[config.mk]
export PLATFORM = sky130hd
export DESIGN_NAME = json_string_unescape
export DESIGN_NICKNAME = d
export VERILOG_FILES = /design/src/hdl/jsu_pkg.sv /design/src/hdl/json_string_unescape.sv /design/src/hdl/jsu_front.sv /design/src/hdl/jsu_queue.sv /design/src/hdl/jsu_back.sv
export SDC_FILE = /design/constraint.sdc
export NUM_CORES = 1
export LEC_CHECK = 0
export CORE_MARGIN = 4
export CORE_UTILIZATION = 35
export CTS_CLUSTER_SIZE = 10
export DETAILED_ROUTE_END_ITERATION = 7
export DONT_BUFFER_PORTS = 1
export MAX_ROUTING_LAYER = met4
export PLACE_DENSITY = 0.5
export RECOVER_POWER = 50
export SLEW_MARGIN = 20
export SYNTH_ARGS = -nofsm -noshare
export SYNTH_HDL_FRONTEND = slang
export SYNTH_SLANG_ARGS = --single-unit
[constraint.sdc]
create_clock -name clk -period 5.2 [get_ports clk]
set_input_delay 0.26 -clock clk [delete_from_list [all_inputs] [get_ports clk]]
set_output_delay 0.26 -clock clk [all_outputs]
set_load 0.01 [all_outputs]
[src/hdl/jsu_pkg.sv]
// Shared types and constants for the JSON string unescaper.
// Depends on nothing; every other file of the block imports it.
`default_nettype none

package jsu_pkg;

  // Depth of the queue between the decoder and the serialiser.
  localparam int QDEPTH = 4;
  localparam int QAW    = $clog2(QDEPTH);

  // Decoder phase within a literal.
  typedef enum logic [2:0] {
    PH_AWAIT = 3'd0,
    PH_TEXT  = 3'd1,
    PH_ESC   = 3'd2,
    PH_HEX   = 3'd3,
    PH_BSL   = 3'd4,
    PH_U     = 3'd5,
    PH_LOW   = 3'd6,
    PH_HUNT  = 3'd7
  } phase_t;

  typedef enum logic [1:0] {
    KIND_DATA  = 2'd0,
    KIND_DONE  = 2'd1,
    KIND_ERROR = 2'd2
  } kind_t;

  typedef enum logic [3:0] {
    ERR_NO_QUOTE     = 4'd0,
    ERR_CONTROL      = 4'd1,
    ERR_OPEN_ESC     = 4'd2,
    ERR_SHORT_U      = 4'd3,
    ERR_BAD_HEX      = 4'd4,
    ERR_BAD_LOW_HEX  = 4'd5,
    ERR_BAD_LOW      = 4'd6,
    ERR_LONE_HIGH    = 4'd7,
    ERR_LONE_LOW     = 4'd8,
    ERR_BAD_ESCAPE   = 4'd9,
    ERR_UNTERMINATED = 4'd10
  } err_t;

  typedef struct packed {
    logic [7:0] in_byte;
    logic       end_of_input;
  } in_word_t;

  typedef struct packed {
    kind_t      result_kind;
    logic [7:0] out_byte;
    err_t       error_code;
    logic       run_last;
  } out_word_t;

  // Everything one source byte produces: up to four data bytes, then an
  // optional completion or error.
  typedef struct packed {
    logic [3:0][7:0] data;
    logic [2:0]      nbytes;
    logic            has_term;
    kind_t           term_kind;
    err_t            term_err;
  } bundle_t;

  typedef struct packed {
    logic full;
    logic empty;
  } q_stat_t;

endpackage

`default_nettype wire

[src/hdl/json_string_unescape.sv]
// Top level of the JSON string unescaper: decoder, bundle queue, serialiser.
// Uses jsu_pkg, jsu_front, jsu_queue and jsu_back.
//
//   Channel | Direction | Handshake         | Word
//   in_     | input     | in_valid/in_stall  | in_word_t  (in_byte, end_of_input)
//   out_    | output    | out_valid/out_stall| out_word_t (result_kind, out_byte,
//           |           |                    |   error_code, run_last)
//
// The decoder takes one source byte per cycle while the queue is not full and
// turns it, in that same cycle, into a bundle of zero to five results held in
// a four-entry queue. The serialiser moves one result per cycle from the queue
// head into the output register while it is empty or out_stall is low.
// in_stall rises only while the queue is full; each result passes through the
// queue and then the output register.
// Reset (synchronous, active low) empties the queue and the output register
// and leaves the decoder awaiting an opening quote.
`default_nettype none

module json_string_unescape import jsu_pkg::*; (
  input  wire logic      clk,
  input  wire logic      rst_n,
  input  wire logic      in_valid,
  input  wire in_word_t  in_data,
  output logic           in_stall,
  output logic           out_valid,
  output out_word_t      out_data,
  input  wire logic      out_stall
);

  logic    push, pop;
  bundle_t push_bundle, head;
  q_stat_t q_stat;

  // Front: classifies each word and decodes escapes into a bundle.
  jsu_front u_front (
    .clk         (clk),
    .rst_n       (rst_n),
    .in_valid    (in_valid),
    .in_data     (in_data),
    .in_stall    (in_stall),
    .q_stat      (q_stat),
    .push        (push),
    .push_bundle (push_bundle)
  );

  // The queue absorbs multi-byte bursts so the front keeps taking words.
  jsu_queue u_queue (
    .clk         (clk),
    .rst_n       (rst_n),
    .push        (push),
    .push_bundle (push_bundle),
    .pop         (pop),
    .head        (head),
    .q_stat      (q_stat)
  );

  // Back: one result per cycle when not stalled, run_last on a bundle's final one.
  jsu_back u_back (
    .clk       (clk),
    .rst_n     (rst_n),
    .head      (head),
    .q_stat    (q_stat),
    .pop       (pop),
    .out_valid (out_valid),
    .out_data  (out_data),
    .out_stall (out_stall)
  );

endmodule

`default_nettype wire

[src/hdl/jsu_front.sv]
// Decoder of the JSON string unescaper: accepts source bytes, tracks the
// literal's phase and turns each byte into one bundle of results. Uses jsu_pkg.
`default_nettype none

module jsu_front import jsu_pkg::*; (
  input  wire logic     clk,
  input  wire logic     rst_n,
  input  wire logic     in_valid,
  input  wire in_word_t in_data,
  output logic          in_stall,
  input  wire q_stat_t  q_stat,
  output logic          push,
  output bundle_t       push_bundle
);

  localparam logic [7:0] CH_QUOTE  = 8'h22;
  localparam logic [7:0] CH_BSLASH = 8'h5C;
  localparam logic [7:0] CH_SLASH  = 8'h2F;
  localparam logic [7:0] CH_SPACE  = 8'h20;
  localparam logic [7:0] CH_TAB    = 8'h09;
  localparam logic [7:0] CH_LF     = 8'h0A;
  localparam logic [7:0] CH_CR     = 8'h0D;
  localparam logic [7:0] CH_FF     = 8'h0C;
  localparam logic [7:0] CH_BS     = 8'h08;

  typedef struct packed {
    logic [2:0]      n;
    logic [3:0][7:0] b;
  } utf8_t;

  function automatic utf8_t utf8_encode(input logic [20:0] cp);
    utf8_t r;
    r = '0;
    if (cp[20:7] == '0) begin
      r.n    = 3'd1;
      r.b[0] = cp[7:0];
    end else if (cp[20:11] == '0) begin
      r.n    = 3'd2;
      r.b[0] = {3'b110, cp[10:6]};
      r.b[1] = {2'b10, cp[5:0]};
    end else if (cp[20:16] == '0) begin
      r.n    = 3'd3;
      r.b[0] = {4'b1110, cp[15:12]};
      r.b[1] = {2'b10, cp[11:6]};
      r.b[2] = {2'b10, cp[5:0]};
    end else begin
      r.n    = 3'd4;
      r.b[0] = {5'b11110, cp[20:18]};
      r.b[1] = {2'b10, cp[17:12]};
      r.b[2] = {2'b10, cp[11:6]};
      r.b[3] = {2'b10, cp[5:0]};
    end
    return r;
  endfunction

  phase_t      phase_r, phase_nxt, ph_mid;
  logic [1:0]  hex_cnt_r, hex_cnt_nxt;
  logic [11:0] hex_acc_r, hex_acc_nxt;
  logic        hex_bad_r, hex_bad_nxt;
  logic [9:0]  high_r, high_nxt;

  logic [7:0]  c;
  logic        last, accept, is_ws;
  logic        dig_ok;
  logic [3:0]  dig_val;
  logic [15:0] acc_new;
  logic        bad_new, grp_done, is_high, is_low;
  logic [20:0] pair_cp;

  logic        do_fail, do_done, emit_raw, emit_cp, start_grp, take_dig, set_high;
  err_t        fail_code;
  logic [7:0]  raw_b;
  logic [20:0] cp;
  utf8_t       enc;

  assign c        = in_data.in_byte;
  assign last     = in_data.end_of_input;
  assign in_stall = q_stat.full;
  assign accept   = in_valid && !q_stat.full;
  assign is_ws    = (c == CH_SPACE) || (c == CH_TAB) || (c == CH_LF) || (c == CH_CR);

  always_comb begin
    dig_ok  = 1'b1;
    dig_val = 4'd0;
    if (c >= 8'h30 && c <= 8'h39) begin
      dig_val = c[3:0];
    end else if ((c >= 8'h61 && c <= 8'h66) || (c >= 8'h41 && c <= 8'h46)) begin
      dig_val = c[3:0] + 4'd9;
    end else begin
      dig_ok = 1'b0;
    end
  end

  assign acc_new  = {hex_acc_r, dig_val};
  assign bad_new  = hex_bad_r || !dig_ok;
  assign grp_done = (hex_cnt_r == 2'd3);
  assign is_high  = (acc_new[15:10] == 6'b110110);
  assign is_low   = (acc_new[15:10] == 6'b110111);
  assign pair_cp  = 21'h10000 + {1'b0, high_r, acc_new[9:0]};

  // Main decode of one byte against the current phase.
  always_comb begin
    ph_mid    = phase_r;
    do_fail   = 1'b0;
    fail_code = ERR_NO_QUOTE;
    do_done   = 1'b0;
    emit_raw  = 1'b0;
    raw_b     = c;
    emit_cp   = 1'b0;
    cp        = {5'd0, acc_new};
    start_grp = 1'b0;
    take_dig  = 1'b0;
    set_high  = 1'b0;
    unique case (phase_r)
      PH_AWAIT: begin
        if (c == CH_QUOTE) begin
          ph_mid = PH_TEXT;
        end else if (!is_ws) begin
          do_fail = 1'b1;
        end
      end
      PH_TEXT: begin
        if (c == CH_QUOTE) begin
          do_done = 1'b1;
          ph_mid  = PH_AWAIT;
        end else if (c < 8'h20) begin
          do_fail   = 1'b1;
          fail_code = ERR_CONTROL;
        end else if (c == CH_BSLASH) begin
          ph_mid = PH_ESC;
        end else begin
          emit_raw = 1'b1;
        end
      end
      PH_ESC: begin
        ph_mid = PH_TEXT;
        if (c == CH_QUOTE || c == CH_BSLASH || c == CH_SLASH) begin
          emit_raw = 1'b1;
        end else if (c == 8'h62) begin
          emit_raw = 1'b1;
          raw_b    = CH_BS;
        end else if (c == 8'h66) begin
          emit_raw = 1'b1;
          raw_b    = CH_FF;
        end else if (c == 8'h6E) begin
          emit_raw = 1'b1;
          raw_b    = CH_LF;
        end else if (c == 8'h72) begin
          emit_raw = 1'b1;
          raw_b    = CH_CR;
        end else if (c == 8'h74) begin
          emit_raw = 1'b1;
          raw_b    = CH_TAB;
        end else if (c == 8'h75) begin
          start_grp = 1'b1;
          ph_mid    = PH_HEX;
        end else begin
          do_fail   = 1'b1;
          fail_code = ERR_BAD_ESCAPE;
        end
      end
      PH_HEX: begin
        take_dig = 1'b1;
        if (grp_done) begin
          if (bad_new) begin
            do_fail   = 1'b1;
            fail_code = ERR_BAD_HEX;
          end else if (is_high) begin
            set_high = 1'b1;
            ph_mid   = PH_BSL;
          end else if (is_low) begin
            do_fail   = 1'b1;
            fail_code = ERR_LONE_LOW;
          end else begin
            emit_cp = 1'b1;
            ph_mid  = PH_TEXT;
          end
        end
      end
      PH_BSL: begin
        if (c == CH_BSLASH && !last) begin
          ph_mid = PH_U;
        end else begin
          do_fail   = 1'b1;
          fail_code = ERR_LONE_HIGH;
        end
      end
      PH_U: begin
        if (c == 8'h75 && !last) begin
          start_grp = 1'b1;
          ph_mid    = PH_LOW;
        end else begin
          do_fail   = 1'b1;
          fail_code = ERR_LONE_HIGH;
        end
      end
      PH_LOW: begin
        take_dig = 1'b1;
        cp       = pair_cp;
        if (grp_done) begin
          if (bad_new) begin
            do_fail   = 1'b1;
            fail_code = ERR_BAD_LOW_HEX;
          end else if (is_low) begin
            emit_cp = 1'b1;
            ph_mid  = PH_TEXT;
          end else begin
            do_fail   = 1'b1;
            fail_code = ERR_BAD_LOW;
          end
        end
      end
      PH_HUNT: begin
        if (c == CH_QUOTE) begin
          ph_mid = PH_TEXT;
        end
      end
    endcase
    if (do_fail) begin
      ph_mid = PH_HUNT;
    end
  end

  // Next state.
  always_comb begin
    phase_nxt   = last ? PH_AWAIT : ph_mid;
    hex_cnt_nxt = hex_cnt_r;
    hex_acc_nxt = hex_acc_r;
    hex_bad_nxt = hex_bad_r;
    high_nxt    = set_high ? acc_new[9:0] : high_r;
    if (start_grp) begin
      hex_cnt_nxt = 2'd0;
      hex_acc_nxt = '0;
      hex_bad_nxt = 1'b0;
    end else if (take_dig) begin
      hex_cnt_nxt = hex_cnt_r + 2'd1;
      hex_acc_nxt = acc_new[11:0];
      hex_bad_nxt = bad_new;
    end
  end

  // Bundle for the queue.
  always_comb begin
    enc         = utf8_encode(cp);
    push_bundle = '0;
    if (emit_raw) begin
      push_bundle.nbytes  = 3'd1;
      push_bundle.data[0] = raw_b;
    end else if (emit_cp) begin
      push_bundle.nbytes = enc.n;
      push_bundle.data   = enc.b;
    end
    push_bundle.term_kind = KIND_DONE;
    push_bundle.term_err  = ERR_NO_QUOTE;
    if (do_fail) begin
      push_bundle.has_term  = 1'b1;
      push_bundle.term_kind = KIND_ERROR;
      push_bundle.term_err  = fail_code;
    end else if (do_done) begin
      push_bundle.has_term = 1'b1;
    end else if (last) begin
      // The source ended with the literal still open, or with none opened.
      push_bundle.term_kind = KIND_ERROR;
      push_bundle.has_term  = 1'b1;
      unique case (ph_mid)
        PH_AWAIT: push_bundle.term_err = ERR_NO_QUOTE;
        PH_TEXT:  push_bundle.term_err = ERR_UNTERMINATED;
        PH_ESC:   push_bundle.term_err = ERR_OPEN_ESC;
        PH_HEX:   push_bundle.term_err = ERR_SHORT_U;
        PH_BSL, PH_U, PH_LOW: push_bundle.term_err = ERR_LONE_HIGH;
        PH_HUNT: begin
          push_bundle.has_term  = 1'b0;
          push_bundle.term_kind = KIND_DONE;
        end
      endcase
    end
    push = accept && ((push_bundle.nbytes != 3'd0) || push_bundle.has_term);
  end

  always_ff @(posedge clk) begin
    if (!rst_n) begin
      phase_r   <= PH_AWAIT;
      hex_cnt_r <= 2'd0;
      hex_acc_r <= '0;
      hex_bad_r <= 1'b0;
      high_r    <= '0;
    end else if (accept) begin
      phase_r   <= phase_nxt;
      hex_cnt_r <= hex_cnt_nxt;
      hex_acc_r <= hex_acc_nxt;
      hex_bad_r <= hex_bad_nxt;
      high_r    <= high_nxt;
    end
  end

endmodule

`default_nettype wire

[src/hdl/jsu_queue.sv]
// Short queue of result bundles between decoder and serialiser.
// Uses jsu_pkg for the bundle type and depth.
`default_nettype none

module jsu_queue import jsu_pkg::*; (
  input  wire logic    clk,
  input  wire logic    rst_n,
  input  wire logic    push,
  input  wire bundle_t push_bundle,
  input  wire logic    pop,
  output bundle_t      head,
  output q_stat_t      q_stat
);

  bundle_t        q_r [QDEPTH];
  logic [QAW-1:0] wr_ptr_r, rd_ptr_r;
  logic [QAW:0]   cnt_r, cnt_nxt;

  assign head         = q_r[rd_ptr_r];
  assign q_stat.full  = (cnt_r == (QAW+1)'(QDEPTH));
  assign q_stat.empty = (cnt_r == '0);

  always_comb begin
    cnt_nxt = cnt_r;
    if (push && !pop) begin
      cnt_nxt = cnt_r + 1'b1;
    end else if (pop && !push) begin
      cnt_nxt = cnt_r - 1'b1;
    end
  end

  always_ff @(posedge clk) begin
    if (push) begin
      q_r[wr_ptr_r] <= push_bundle;
    end
  end

  always_ff @(posedge clk) begin
    if (!rst_n) begin
      wr_ptr_r <= '0;
      rd_ptr_r <= '0;
      cnt_r    <= '0;
    end else begin
      if (push) begin
        wr_ptr_r <= wr_ptr_r + 1'b1;
      end
      if (pop) begin
        rd_ptr_r <= rd_ptr_r + 1'b1;
      end
      cnt_r <= cnt_nxt;
    end
  end

endmodule

`default_nettype wire

[src/hdl/jsu_back.sv]
// Serialiser: walks the head bundle one result per cycle into the output
// register while not stalled and marks each bundle's final result. Uses jsu_pkg.
`default_nettype none

module jsu_back import jsu_pkg::*; (
  input  wire logic    clk,
  input  wire logic    rst_n,
  input  wire bundle_t head,
  input  wire q_stat_t q_stat,
  output logic         pop,
  output logic         out_valid,
  output out_word_t    out_data,
  input  wire logic    out_stall
);

  logic       out_valid_r;
  out_word_t  out_r, out_nxt;
  logic [2:0] idx_r, idx_nxt;
  logic [2:0] total;
  logic       is_last, load;

  assign total   = head.nbytes + {2'd0, head.has_term};
  assign is_last = (idx_r == total - 3'd1);
  assign load    = !q_stat.empty && (!out_valid_r || !out_stall);
  assign pop     = load && is_last;

  always_comb begin
    out_nxt          = '0;
    out_nxt.run_last = is_last;
    if (idx_r < head.nbytes) begin
      out_nxt.result_kind = KIND_DATA;
      out_nxt.out_byte    = head.data[idx_r[1:0]];
    end else begin
      out_nxt.result_kind = head.term_kind;
      out_nxt.error_code  = head.term_err;
    end
    idx_nxt = idx_r;
    if (load) begin
      idx_nxt = is_last ? 3'd0 : idx_r + 3'd1;
    end
  end

  assign out_valid = out_valid_r;
  assign out_data  = out_r;

  always_ff @(posedge clk) begin
    if (load) begin
      out_r <= out_nxt;
    end
  end

  always_ff @(posedge clk) begin
    if (!rst_n) begin
      out_valid_r <= 1'b0;
      idx_r       <= 3'd0;
    end else begin
      idx_r <= idx_nxt;
      if (load) begin
        out_valid_r <= 1'b1;
      end else if (!out_stall) begin
        out_valid_r <= 1'b0;
      end
    end
  end

endmodule

`default_nettype wire

==> impl_summary.txt <==
----------------------------------------------------
[Run status]
  Outcome ... finished, violations left
  Failing checks ... max-capacitance violations, max-slew violations

[Flow run]
  Max cap viols ... 1

[CTS]
  TritonCTS clock tree ... yes
  Clk Latency, worst-skew pair ... 0.53 ns
  Clock transition at the register clock pins on the worst setup and hold paths after CTS ... 0.05 ns
  Number of buffers between clock root and the deepest sink ... 3
  Clock buffer count from CTS ... 25
  Sink count of the clock tree ... 208
  Clock H-tree levels ... 1
  Post-cts resize count ... 0
  Number of buffers added to fix hold violations after cts ... 4
  Setup bufs post-CTS ... 0
  Master cell of the clock root buffer ... sky130_fd_sc_hd__clkbuf_16

[Worst setup path]
  Startpoint type of the worst setup path ... flip-flop
  Critical path data arrival time ... 4.75 ns
  End of the worst register-to-register path ... u_queue.cnt_r[2]
  Worst EP required ... approximately 5.6 ns
  Kind of end point of the critical path ... flip-flop
  R2r worst-path depth ... 11
  Setup slack, reg-to-reg ... 0.90 ns
  Setup CP Type ... reg -> reg
  Max FO, Critical Path ... 29

[Cells and area]
  NumNets Final ... just under 800
  Cell area after layout ... approximately 11000 um2
  Area added between synthesis and finish ... 12.0%
  Commonest cells after routing, fill and taps aside ... sky130_fd_sc_hd__edfxtp_1, sky130_fd_sc_hd__nand2_1, sky130_fd_sc_hd__nor2_1
  Diode count ... 0
  Share of post-route cells with drive strength above 1 ... 0.133
  Final cell count without fillers ... roughly 1100
  Filler cell count ... about 2600
  Most frequent standard cell in the layout excluding fill and tap cells ... sky130_fd_sc_hd__edfxtp_1

[Global route]
  Number of antenna violations at the first check in global routing ... 0
  GR Layer Usage met2 ... 0.260
  First-pass GRT wire length ... 37300 um
  Grt ovf ... 0
  Met1 capacity usage during global routing ... 0.210
  Met3 demand-to-capacity share in global routing ... 0.0301
  Total GRT Usage ... 0.160
  Vias in the first global route ... 6220
  Grt peak-use layer ... met2
  Maximum number of pins on one net before global-route repair ... 42

[Power and ir drop]
  Comb pwr share ... 0.230
  Pwr Density ... roughly 450 nW/um2
  Power dissipated by switching net loads ... 1.42 mW
  Proportion of power drawn by the clock network ... 0.312
  Fraction of power spent switching nets ... 0.286
  Sequential group share of total power ... 0.458
  Worst VDD drop ... between 0.0002 and 0.0003 V
  Internal portion of total power ... between 3 and 4 mW
  Leakage Power ... between 3 and 4 nW

[Logic synthesis]
  Post-synthesis instance area ... about 9800 um2
  Most instantiated flip-flop cell in the synthesis netlist ... sky130_fd_sc_hd__edfxtp_1
  Number of synthesis warnings ... 0
  Top cells by area in the synthesized netlist ... sky130_fd_sc_hd__edfxtp_1, sky130_fd_sc_hd__mux4_2, sky130_fd_sc_hd__dfxtp_1
  Number of synthesized register bits ... 208
  FFs w/ async S/R, synth ... 0
  Most area-hungry cell type in the Yosys netlist ... sky130_fd_sc_hd__edfxtp_1
  Nets in the synthesized netlist ... around 770
  Sequential element share of the synthesized area ... 0.595
  Number of synthesized flops with an enable pin ... ~170
  Share of the synthesized area in the top cell type ... 0.511
  Cell variety after synth ... 74
  Gate count of the mapped netlist ... between 700 and 800
  Mean instance size in the synthesized netlist ... ~13 um2

[Detailed routing]
  1st-pass router iterations ... 6
  Via density per instance ... approximately 5.4
  Drt initial violations ... a little under 500
  Wire length reported by the detailed router ... about 24000 um
  Number of design rule violations left after detail routing ... 0
  Overall via count from detail_route ... just over 6000
  Average wire length per cell after detail routing ... 21.2 um
  Remaining antenna violation count ... 0

[Placed design]
  Input/output buffers ... 0
  Placer's final routability congestion estimate ... 0.827
  Detailed placer's ending HPWL ... approximately 16000 um
  Cell area reported after detailed placement ... 10300 um2
  Dpl cells ... 1090

[Timing]
  Post-layout minimum cycle time ... 4.30 ns
  Endpoints failing setup ... 0
  Slew at the pin closest to its max-slew limit ... between 1.5 and 2 ns
  Setup_tns ... 0 ns
  Final hold vios ... 0
  Unrepaired setup endpoints after global routing ... false
  Share of the clock period used by the worst path ... 0.827
  Achievable frequency ... between 200 and 250 MHz
  Hold WS ... ~0.019 ns
  Final Max Slew Viols ... 14
  Normalized max-slew margin ... -0.332
  Clock skew after layout ... 0.0142 ns

[Floorplanning]
  Starting Density ... 0.354
  Area of the core ... around 28000 um2
  Area of the die ... 30800 um2
  Boundary Pins ... 30
  FP Rows ... slightly above 60
  Die span in y ... between 150 and 200 um
  Horizontal extent of the die ... around 180 um

[Hold path]
  Origin of the worst min-delay path ... in_data[0]
  Hold path depth ... 2
  Class of the tightest hold or removal check ... in -> reg
  Hold EP ... u_front.phase_r[1]

----------------------------------------------------
-- logic make-up (layout without fill, tap and decap cells) --
family	count (synthesis)	count (layout)	share of synthesized area
AOI/OAI and AO/OA	136	136	0.0961
xor gates and xnor gates	11	11	0.00982
adders and majority gates	17	17	0.0224
buffers and inverters	62	88	0.0256
DFF	208	208	0.595
muxes	63	63	0.122
and+or+nand+nor	239	239	0.130
-- metal layers --
metal,vias to the layer above,share of wire
met4,0,0.020
met2,133,0.48
li1,2850,-
met3,42,0.041
met1,3105,0.45
met5,-,0
-- critical path, stage by stage (launching register included) --
cell                       delay, ns
sky130_fd_sc_hd__dfxtp_1        0.74
sky130_fd_sc_hd__buf_4          0.64
sky130_fd_sc_hd__mux4_2         0.62
sky130_fd_sc_hd__xnor2_1        0.15
sky130_fd_sc_hd__nor3_1         0.52
sky130_fd_sc_hd__nand2_1        0.34
sky130_fd_sc_hd__ha_1           0.35
sky130_fd_sc_hd__inv_1          0.09
sky130_fd_sc_hd__fa_1           0.19
sky130_fd_sc_hd__xor2_1         0.08
sky130_fd_sc_hd__or3_1          0.31
sky130_fd_sc_hd__a21boi_0       0.18
-- synthesized netlist by cell type, types with 3 or more instances --
| cell type | n |
|---|---|
| sky130_fd_sc_hd__or3_1 | 4 |
| sky130_fd_sc_hd__mux4_2 | 45 |
| sky130_fd_sc_hd__edfxtp_1 | 167 |
| sky130_fd_sc_hd__dfxtp_1 | 41 |
| sky130_fd_sc_hd__xnor2_1 | 9 |
| sky130_fd_sc_hd__nor2b_1 | 28 |
| sky130_fd_sc_hd__nor2_1 | 46 |
| sky130_fd_sc_hd__a211oi_1 | 9 |
| sky130_fd_sc_hd__nand4_1 | 6 |
| sky130_fd_sc_hd__nor3_1 | 16 |
| sky130_fd_sc_hd__nor4_1 | 3 |
| sky130_fd_sc_hd__a21oi_1 | 26 |
| sky130_fd_sc_hd__o221ai_1 | 3 |
| sky130_fd_sc_hd__nor3b_1 | 6 |
| sky130_fd_sc_hd__o211ai_1 | 8 |
| sky130_fd_sc_hd__nand2_1 | 54 |
| sky130_fd_sc_hd__a31oi_1 | 5 |
| sky130_fd_sc_hd__o22ai_1 | 4 |
| sky130_fd_sc_hd__inv_1 | 20 |
| sky130_fd_sc_hd__nand2b_1 | 7 |
| sky130_fd_sc_hd__and2_1 | 19 |
| sky130_fd_sc_hd__buf_1 | 4 |
| sky130_fd_sc_hd__buf_2 | 5 |
| sky130_fd_sc_hd__o211a_1 | 7 |
| sky130_fd_sc_hd__nor4b_1 | 3 |
| sky130_fd_sc_hd__o31ai_1 | 3 |
| sky130_fd_sc_hd__a22oi_1 | 4 |
| sky130_fd_sc_hd__and3_1 | 5 |
| sky130_fd_sc_hd__ha_1 | 16 |
| sky130_fd_sc_hd__a21boi_0 | 16 |
| sky130_fd_sc_hd__nand3_1 | 21 |
| sky130_fd_sc_hd__o21ai_0 | 25 |
| sky130_fd_sc_hd__clkbuf_1 | 29 |
| sky130_fd_sc_hd__mux2i_1 | 16 |
| sky130_fd_sc_hd__nand3b_1 | 4 |
-- state kept, by name (all words and copies together) (netlist names), 3 cells and up, named ones only --
register	flops
u_front.phase_r	3
u_front.high_r	10
u_queue.q_r	152
u_back.out_data	15
u_back.idx_r	3
u_front.hex_acc_r	12
u_queue.cnt_r	3
-- power by group through the flow --
stage | Sequential, mW | Clock (mW) | Combinational [mW]
finish | 2.28 | 1.55 | 1.14
global route | 2.31 | 1.66 | 1.27
CTS | 2.29 | 1.60 | 1.17
detailed placement | 2.32 | 0 | 1.16
global placement | 2.31 | 0 | 1.15
floorplan | 2.24 | 0 | 0.894
-- stage by stage --
stage	total power [mW]	utilization	setup slack, ns
floorplan	3.14	-	1.24
global placement	3.46	0.370	1.17
detailed placement	3.48	0.370	1.03
CTS	5.06	0.398	1.09
global route	5.23	0.397	0.418
finish	4.97	0.397	0.898
-- worst max-delay path by stage --
stage	start	endpoint	slack [ns]	cells past startpoint
floorplan	flip-flop	u_queue.cnt_r[2]	1.24	15
global placement	in_data[2]	u_queue.cnt_r[2]	1.17	15
detailed placement	in_data[2]	u_queue.cnt_r[2]	1.03	15
CTS	flip-flop	u_queue.cnt_r[2]	1.09	11
global route	flip-flop	u_queue.cnt_r[2]	0.42	11
finish	flip-flop	u_queue.cnt_r[2]	0.90	11
-- cell type report --
cell class | instances | area (um2) | area share
timing repair buffer | 21 | 159 | 0.0144
clock buffer | 43 | 693 | 0.0630
multi-input combinational | 466 | 3720 | 0.339
sequential | 208 | 5840 | 0.531
tap | 378 | 473 | 0.0430
inverter | 21 | 78.8 | 0.00717
clock inverter | 3 | 31.3 | 0.00284
Note: power is estimated with default switching activity, not from simulation.
